--- config.mk ---
export PLATFORM = sky130hd
export DESIGN_NAME = unicode_escape_decoder_flat
export DESIGN_NICKNAME = d
export VERILOG_FILES = /design/src/hdl/ued_pkg.sv /design/src/hdl/ued_req_if.sv /design/src/hdl/ued_rsp_if.sv /design/src/hdl/unicode_escape_decoder.sv /design/src/flat_wrapper.sv
export SDC_FILE = /design/constraint.sdc
export NUM_CORES = 1
export LEC_CHECK = 0
export ABC_AREA = 1
export BUFFER_PORTS_ARGS = -buffer_cell sky130_fd_sc_hd__buf_4
export CORE_MARGIN = 5
export CORE_UTILIZATION = 60
export CTS_CLUSTER_DIAMETER = 50
export DETAILED_ROUTE_END_ITERATION = 7
export PLACE_DENSITY = 0.85
export SETUP_SLACK_MARGIN = 0.5
export SLEW_MARGIN = 20
export SYNTH_ARGS = -nofsm -noshare
export SYNTH_HDL_FRONTEND = slang
export SYNTH_SLANG_ARGS = --single-unit
--- constraint.sdc ---
create_clock -name clock -period 6.1 [get_ports clock]
set_clock_uncertainty 0.15 [all_clocks]
set_input_delay 0.305 -clock clock [delete_from_list [all_inputs] [get_ports clock]]
set_output_delay 0.305 -clock clock [all_outputs]
set_load 0.02 [all_outputs]
--- src/hdl/ued_pkg.sv ---
`timescale 1ns / 1ps
// ued_pkg: shared types, character codes and hex helpers for the unicode escape decoder
// no dependencies

package ued_pkg;

   localparam int MAX_U_RUN_DEF = 8;

   localparam logic [7:0] CH_BACKSLASH = 8'h5C;
   localparam logic [7:0] CH_U         = 8'h75;

   typedef enum logic [1:0] {
      PH_IDLE,
      PH_SLASH,
      PH_URUN,
      PH_DIGITS
   } phase_type;

   function automatic logic is_hex(input logic [7:0] b);
      return (b >= 8'h30 && b <= 8'h39) || (b >= 8'h41 && b <= 8'h46) ||
             (b >= 8'h61 && b <= 8'h66);
   endfunction

   function automatic logic [3:0] hex_nib(input logic [7:0] b);
      logic [3:0] r;
      if (b <= 8'h39) begin
         r = b[3:0];
      end else begin
         r = b[3:0] + 4'd9;
      end
      return r;
   endfunction

endpackage

--- src/hdl/ued_req_if.sv ---
`timescale 1ns / 1ps
// ued_req_if: input channel of the unicode escape decoder, one raw byte per beat
// no dependencies

interface ued_req_if;
   logic       valid;
   logic       ready;
   logic [7:0] in_byte;
   logic       line_end;

   modport source (output valid, output in_byte, output line_end, input ready);
   modport sink   (input valid, input in_byte, input line_end, output ready);
endinterface

--- src/hdl/ued_rsp_if.sv ---
`timescale 1ns / 1ps
// ued_rsp_if: result channel of the unicode escape decoder, one code unit per beat
// no dependencies

interface ued_rsp_if;
   logic        valid;
   logic        ready;
   logic [15:0] code_unit;
   logic        from_escape;
   logic        ends_line;
   logic        last_of_run;

   modport source (output valid, output code_unit, output from_escape, output ends_line,
                   output last_of_run, input ready);
   modport sink   (input valid, input code_unit, input from_escape, input ends_line,
                   input last_of_run, output ready);
endinterface

--- src/hdl/unicode_escape_decoder.sv ---
`timescale 1ns / 1ps
// unicode_escape_decoder: top level, decodes \uXXXX escapes in a raw source byte stream
// depends on ued_pkg, ued_req_if, ued_rsp_if
//
// Takes one source byte per req beat and gives 16-bit code units on rsp. An input
// byte is decoded in the cycle it is taken and leaves a short list of results
// (a replay of a failed escape, then one plain or decoded unit) in a job register;
// a single output register sends that list one beat per cycle while rsp is not
// stalled. A byte that gives zero or one result does not hold req, so plain text
// streams at one byte per cycle while rsp is not stalled; a byte that gives N
// results, N at most MAX_U_RUN + 5, holds req until its last result is loaded into
// the output register. A first rsp beat passes the job and then the output register.

module unicode_escape_decoder #(
   parameter int MAX_U_RUN = ued_pkg::MAX_U_RUN_DEF
) (
   input logic        clock,
   input logic        reset,
   ued_req_if.sink    req,
   ued_rsp_if.source  rsp
);
   import ued_pkg::*;

   localparam int UW = $clog2(MAX_U_RUN + 1);
   localparam int CW = $clog2(MAX_U_RUN + 5);

   // decoder state
   logic            odd_ff, odd_in;
   phase_type       phase_ff, phase_in;
   logic [UW-1:0]   ucnt_ff, ucnt_in;
   logic [1:0]      dcnt_ff, dcnt_in;
   logic [7:0]      held_ff [3];
   logic            wr_en;
   logic [1:0]      wr_idx;

   // pending job
   logic            job_vld_ff;
   logic            job_rep_ff;
   logic [UW-1:0]   job_u_ff;
   logic [1:0]      job_d_ff;
   logic [7:0]      job_dig_ff [3];
   logic [15:0]     job_val_ff;
   logic            job_esc_ff;
   logic            job_le_ff;
   logic [CW-1:0]   job_last_ff;
   logic [CW-1:0]   idx_ff;

   // output register
   logic            rsp_vld_ff;
   logic [15:0]     rsp_unit_ff;
   logic            rsp_esc_ff;
   logic            rsp_le_ff;
   logic            rsp_last_ff;

   logic [7:0]      b;
   logic            le, hx, is_u, is_bs;
   logic            fail, esc_done, adv, plain, odd_mid, open_esc, tail_any;
   logic [15:0]     new_val;
   logic [CW-1:0]   new_cnt, new_last;
   logic            req_acc, out_load, item_last;
   logic [CW-1:0]   off;
   logic [15:0]     item_unit;
   logic            item_esc;

   assign b     = req.in_byte;
   assign le    = req.line_end;
   assign hx    = is_hex(b);
   assign is_u  = (b == CH_U);
   assign is_bs = (b == CH_BACKSLASH);

   // classify the byte against the pending escape
   always_comb begin
      fail     = 1'b0;
      esc_done = 1'b0;
      adv      = 1'b0;
      unique case (phase_ff)
         PH_IDLE: begin
         end
         PH_SLASH: begin
            if (is_u && !le) adv = 1'b1;
            else             fail = 1'b1;
         end
         PH_URUN: begin
            if ((is_u && !le && ucnt_ff < UW'(MAX_U_RUN)) || (hx && !le)) adv = 1'b1;
            else                                                          fail = 1'b1;
         end
         PH_DIGITS: begin
            if (hx && dcnt_ff == 2'd3) esc_done = 1'b1;
            else if (hx && !le)        adv = 1'b1;
            else                       fail = 1'b1;
         end
         default: begin
         end
      endcase
   end

   assign plain    = !adv && !esc_done;
   assign odd_mid  = (phase_ff == PH_URUN || phase_ff == PH_DIGITS) ? 1'b0 : odd_ff;
   assign open_esc = plain && is_bs && !odd_mid && !le;
   assign tail_any = esc_done || (plain && !open_esc);

   // next state
   always_comb begin
      odd_in   = odd_mid;
      phase_in = phase_ff;
      ucnt_in  = ucnt_ff;
      dcnt_in  = dcnt_ff;
      wr_en    = 1'b0;
      wr_idx   = dcnt_ff;
      if (adv) begin
         unique case (phase_ff)
            PH_SLASH: begin
               phase_in = PH_URUN;
               ucnt_in  = UW'(1);
            end
            PH_URUN: begin
               if (is_u) begin
                  ucnt_in = ucnt_ff + UW'(1);
               end else begin
                  phase_in = PH_DIGITS;
                  dcnt_in  = 2'd1;
                  wr_en    = 1'b1;
                  wr_idx   = 2'd0;
               end
            end
            PH_DIGITS: begin
               wr_en   = 1'b1;
               dcnt_in = dcnt_ff + 2'd1;
            end
            default: begin
            end
         endcase
      end else begin
         phase_in = PH_IDLE;
         ucnt_in  = '0;
         dcnt_in  = '0;
      end
      if (plain) begin
         if (is_bs) odd_in = !odd_mid;
         else       odd_in = 1'b0;
         if (open_esc) phase_in = PH_SLASH;
      end
      if (le) begin
         odd_in   = 1'b0;
         phase_in = PH_IDLE;
         ucnt_in  = '0;
         dcnt_in  = '0;
      end
   end

   // result list of the byte
   always_comb begin
      if (esc_done) begin
         new_val = {hex_nib(held_ff[0]), hex_nib(held_ff[1]), hex_nib(held_ff[2]),
                    hex_nib(b)};
      end else begin
         new_val = {8'h00, b};
      end
      new_cnt = CW'(tail_any);
      if (fail) new_cnt = new_cnt + CW'(1) + CW'(ucnt_ff) + CW'(dcnt_ff);
      new_last = new_cnt - CW'(1);
   end

   // pick the beat at the current job position
   always_comb begin
      off       = idx_ff - CW'(job_u_ff) - CW'(1);
      item_esc  = 1'b0;
      item_unit = job_val_ff;
      if (job_rep_ff && idx_ff == '0) begin
         item_unit = {8'h00, CH_BACKSLASH};
      end else if (job_rep_ff && idx_ff <= CW'(job_u_ff)) begin
         item_unit = {8'h00, CH_U};
      end else if (job_rep_ff && idx_ff <= CW'(job_u_ff) + CW'(job_d_ff)) begin
         item_unit = {8'h00, job_dig_ff[off[1:0]]};
      end else begin
         item_esc = job_esc_ff;
      end
   end

   assign item_last = (idx_ff == job_last_ff);
   assign out_load  = job_vld_ff && (!rsp_vld_ff || rsp.ready);
   assign req.ready = !job_vld_ff || (out_load && item_last);
   assign req_acc   = req.valid && req.ready;

   always_ff @(posedge clock) begin
      if (reset) begin
         odd_ff     <= 1'b0;
         phase_ff   <= PH_IDLE;
         ucnt_ff    <= '0;
         dcnt_ff    <= '0;
         job_vld_ff <= 1'b0;
         idx_ff     <= '0;
         rsp_vld_ff <= 1'b0;
      end else begin
         if (req_acc) begin
            odd_ff     <= odd_in;
            phase_ff   <= phase_in;
            ucnt_ff    <= ucnt_in;
            dcnt_ff    <= dcnt_in;
            job_vld_ff <= fail || tail_any;
            idx_ff     <= '0;
         end else if (out_load) begin
            if (item_last) job_vld_ff <= 1'b0;
            idx_ff <= idx_ff + CW'(1);
         end
         if (out_load)       rsp_vld_ff <= 1'b1;
         else if (rsp.ready) rsp_vld_ff <= 1'b0;
      end
   end

   // payload registers
   always_ff @(posedge clock) begin
      if (req_acc && wr_en) held_ff[wr_idx] <= b;
      if (req_acc) begin
         job_rep_ff  <= fail;
         job_u_ff    <= ucnt_ff;
         job_d_ff    <= dcnt_ff;
         job_dig_ff  <= held_ff;
         job_val_ff  <= new_val;
         job_esc_ff  <= esc_done;
         job_le_ff   <= le;
         job_last_ff <= new_last;
      end
      if (out_load) begin
         rsp_unit_ff <= item_unit;
         rsp_esc_ff  <= item_esc;
         rsp_le_ff   <= job_le_ff && item_last;
         rsp_last_ff <= item_last;
      end
   end

   assign rsp.valid       = rsp_vld_ff;
   assign rsp.code_unit   = rsp_unit_ff;
   assign rsp.from_escape = rsp_esc_ff;
   assign rsp.ends_line   = rsp_le_ff;
   assign rsp.last_of_run = rsp_last_ff;

endmodule
--- src/flat_wrapper.sv ---
// flat-port wrapper written by rule: the top's interface ports become plain ports
module unicode_escape_decoder_flat import ued_pkg::*;
#(
   parameter int MAX_U_RUN = ued_pkg::MAX_U_RUN_DEF
)
  (clock, reset, req_valid, req_in_byte, req_line_end, req_ready, rsp_valid, rsp_code_unit, rsp_from_escape, rsp_ends_line, rsp_last_of_run, rsp_ready);
  ued_req_if req_i ();
  ued_rsp_if rsp_i ();
  input logic clock;
  input logic reset;
  input wire logic [$bits(req_i.valid)-1:0] req_valid;
  input wire logic [$bits(req_i.in_byte)-1:0] req_in_byte;
  input wire logic [$bits(req_i.line_end)-1:0] req_line_end;
  output wire logic [$bits(req_i.ready)-1:0] req_ready;
  output wire logic [$bits(rsp_i.valid)-1:0] rsp_valid;
  output wire logic [$bits(rsp_i.code_unit)-1:0] rsp_code_unit;
  output wire logic [$bits(rsp_i.from_escape)-1:0] rsp_from_escape;
  output wire logic [$bits(rsp_i.ends_line)-1:0] rsp_ends_line;
  output wire logic [$bits(rsp_i.last_of_run)-1:0] rsp_last_of_run;
  input wire logic [$bits(rsp_i.ready)-1:0] rsp_ready;
  assign req_i.valid = req_valid;
  assign req_i.in_byte = req_in_byte;
  assign req_i.line_end = req_line_end;
  assign req_ready = req_i.ready;
  assign rsp_valid = rsp_i.valid;
  assign rsp_code_unit = rsp_i.code_unit;
  assign rsp_from_escape = rsp_i.from_escape;
  assign rsp_ends_line = rsp_i.ends_line;
  assign rsp_last_of_run = rsp_i.last_of_run;
  assign rsp_i.ready = rsp_ready;
  unicode_escape_decoder #(.MAX_U_RUN(MAX_U_RUN)) u_core (.clock(clock), .reset(reset), .req(req_i), .rsp(rsp_i));
endmodule
==> impl_metrics.toml <==
[status]
status = "completed"

[finish]
drive_above_1_share_pct = 17.4
area_delta_synth_final_pct = 9.77
nets = 594
n_antenna_cell = 0

[power]
power.leakage_nw = 2.49
peakVddDrop_mv = 0.161
powerDensity_mw_per_mm2 = 229

[yosys]
avgSynthCellArea_um2 = 11.0
ys_types = 50
synthCells = 503
synth_simple_gate_area_share_pct = 17.8
mappedNetlistNets = 554
synthMuxAreaShare_pct = 0.181
synth_compound_area_share_pct = 7.40
synth_fa_ha_area_share_pct = 9.12
yosysWarningCount = 0
synth_xor_area_share_pct = 2.84
syn-cell-area_mm2 = 0.00555
synth-seq-area-share_pct = 57.4
synth-seq-cells = 111
synth_top_family_by_area = "simple AND/OR/NAND/NOR gates"

[floorplan]
coreArea_mm2 = 0.00911
die_h_um = 106
placementRows = 35
initial_core_util_pct = 60.9
die_x_um = 106
die-area_mm2 = 0.0113
pin_count = 34

[route]
drc = 0
viasPerCell = 5.63
wl_per_cell_um = 16.4
ant_nets = 0
via_count = 3702
drt_iter0_markers = 331
drt_wl_total_um = 10800
dr.pass1.iters = 5

[timing]
drv_slew = 0
final.min_clock_period_ns = 4.02
max_freq_ghz = 0.249
rsz0062_at_grt = "no"
hold_violations = 0
fin_tns_setup_ns = 0
worst_pin_slew_ns = 0.805
min_period_over_period_pct = 65.8
report.final.setup_viol = 0
setup_slack_ns = 2.08
maxSlewHeadroom_pct = 46.2

[cts]
cts_resized = 0
cts_tree = "done"
clkLatencyLatePin_ns = 0.36
cts-buffers-inserted = 9
clk_pin_slew_ns = 0.11
cts_max_level = 3
cts_root_buf = "clkbuf_8"
clockBufferDepth = 2
cts_sinks = 111

[setup_path]
critPathArrivalTime_ns = 3.99
rrSetupSlack_ns = 2.57
worstSetupStartpointType = "primary input"
cp.required_ns = 6.08
crit_fanout = 17
reg2regPathDepth = 16
crit_end = "u_core.job_last_ff[3]"
critical_path_class = "in -> reg"
crit_path_start = "req_in_byte[1]"
end_kind = "register"
rr_startpoint = "u_core.phase_ff[0]"
timing.rr.end = "u_core.job_last_ff[3]"

[global_route]
grt_first_pass_wirelength_um = 17800
grt_max_degree = 56
grt_use_total_pct = 20.3
grt_pass1_vias = 3630
antenna_found_initial = 0
grt_overflow_total = 0

[min_path]
hp-class = "in -> reg"

[placement]
numPortBuffers = 33
place_congestion = 0.889
dp_slack_ns = 2.26
dp.final_hpwl_um = 8240

[flow_run]
drv_cap = 0
## synth_stat cells (all sizes together)
library cell,n,area share (%)
nand2,111,9.1
edfxtp,96,52
inv,66,4.6
nor2,37,3.0
ha,34,7.7
a21oi,29,3.0
nand3,29,3.7
o21ai,21,2.0
dfxtp,15,5.4
xor2,12,1.9
nor3,8,0.90
xnor2,6,0.95
clkbuf,4,0.29
fa,4,1.4
o22ai,4,0.45
nand4,3,0.34
o31ai,3,0.41
a211oi,2,0.27
a31oi,2,0.23
a41oi,2,0.32
clkinv,2,0.23
nor4,2,0.34
o211ai,2,0.27
or2,2,0.23
a32o,1,0.18
and2,1,0.11
and3,1,0.11
buf,1,0.090
mux2i,1,0.18
o21bai,1,0.14
o221ai,1,0.16
## registers in the layout, indices dropped and copies added (netlist names), 2 cells and up
signal and cells:
u_core.dcnt_ff 2, u_core.held_ff 24, u_core.idx_ff 4, u_core.job_d_ff 2, u_core.job_dig_ff 24, u_core.job_last_ff 4, u_core.job_u_ff 4, u_core.job_val_ff 16
u_core.phase_ff 2, u_core.rsp.code_unit 16, u_core.ucnt_ff 4
## layer usage
metal  vias up  share of wire, %  wire, µm  GRT usage [%]
met2       177                48      5200           33.0
met4         0               2.1       226           6.75
li1       1788                 -         -              -
met5         -                 0         0              0
met1      1711                42      4480           27.3
met3        26               8.0       867           4.01
## cells by family after synthesis
| group | count (synthesis) |
|---|---|
| buffers and inverters | 73 |
| and+or+nand+nor | 194 |
| DFF | 111 |
| xor gates and xnor gates | 18 |
| muxes | 1 |
| adders and majority gates | 38 |
| AOI/OAI and AO/OA | 68 |
## layout make-up
| class | count | area [µm²] |
|---|---|---|
| clock buffer | 9 | 124 |
| clock inverter | 6 | 42.5 |
| fill | 640 | 3020 |
| inverter | 68 | 268 |
| multi-input combinational | 319 | 2070 |
| sequential | 111 | 3180 |
| tap | 111 | 139 |
| timing repair buffer | 34 | 258 |
## layout by cell type (no fill, tap or decap), drive strengths merged, types with 3 or more instances in the layout
cell type / count
clkbuf: 9
xnor2: 6
o22ai: 4
nand2: 111
o21ai: 21
clkinv: 5
o31ai: 3
xor2: 12
ha: 34
nor3: 8
nor2: 37
nand4: 3
buf: 33
nand3: 29
edfxtp: 96
fa: 4
a21oi: 29
inv: 69
dfxtp: 15
## power breakdown
part	leakage (nW)	total (mW)	switching, mW	internal [mW]
registers	1.03	0.864	0.0106	0.853
logic	1.36	0.131	0.0879	0.0435
clock network	0.0892	0.396	0.246	0.150
## timing repair
| action | 4_1_cts | 5_1_grt |
|---|---|---|
| endpoints found under the hold margin | 3 | 0 |
| hold buffers | 1 | 0 |
| setup buffers | 0 | 0 |
## per-stage QoR
step	power [mW]	instance area, µm²	std cells	util (%)	hold WS, ns
after global placement	1.00	5910	642	64.9	0.285
after detailed placement	1.01	5910	642	64.9	0.286
after floorplan	0.961	5550	503	-	0.254
after CTS	1.39	6090	658	66.8	0.00773
final	1.39	6090	658	66.8	0.0183
after global routing	1.44	6090	658	66.8	0.00900
## worst max-delay path: stages
cell and delay (ns):
dlygate4sd3_1 0.54, buf_4 0.16, inv_1 0.10, ha_1 0.23, inv_1 0.06, nand3_1 0.10
nand3_1 0.09, nand2_2 0.10, nand3_2 0.10, nor2_2 0.23, inv_2 0.21, nand3_4 0.14
nand2_1 0.09, fa_1 0.45, ha_1 0.22, fa_1 0.45, o21ai_0 0.22, nand2_1 0.08
nand2_1 0.06, nand2_1 0.05
## worst min-delay path by stage
stage | start | endpoint | cells after the start
finish | req_in_byte[7] | u_core.held_ff[23] | 1
global placement | u_core.held_ff[22] | u_core.job_dig_ff[22] | 0
global route | req_in_byte[7] | u_core.held_ff[23] | 1
CTS | req_in_byte[7] | u_core.held_ff[7] | 1
detailed placement | u_core.held_ff[14] | u_core.job_dig_ff[14] | 0
floorplan | req_in_byte[0] | u_core.held_ff[0] | 0
Note: power is estimated with default switching activity, not from simulation.
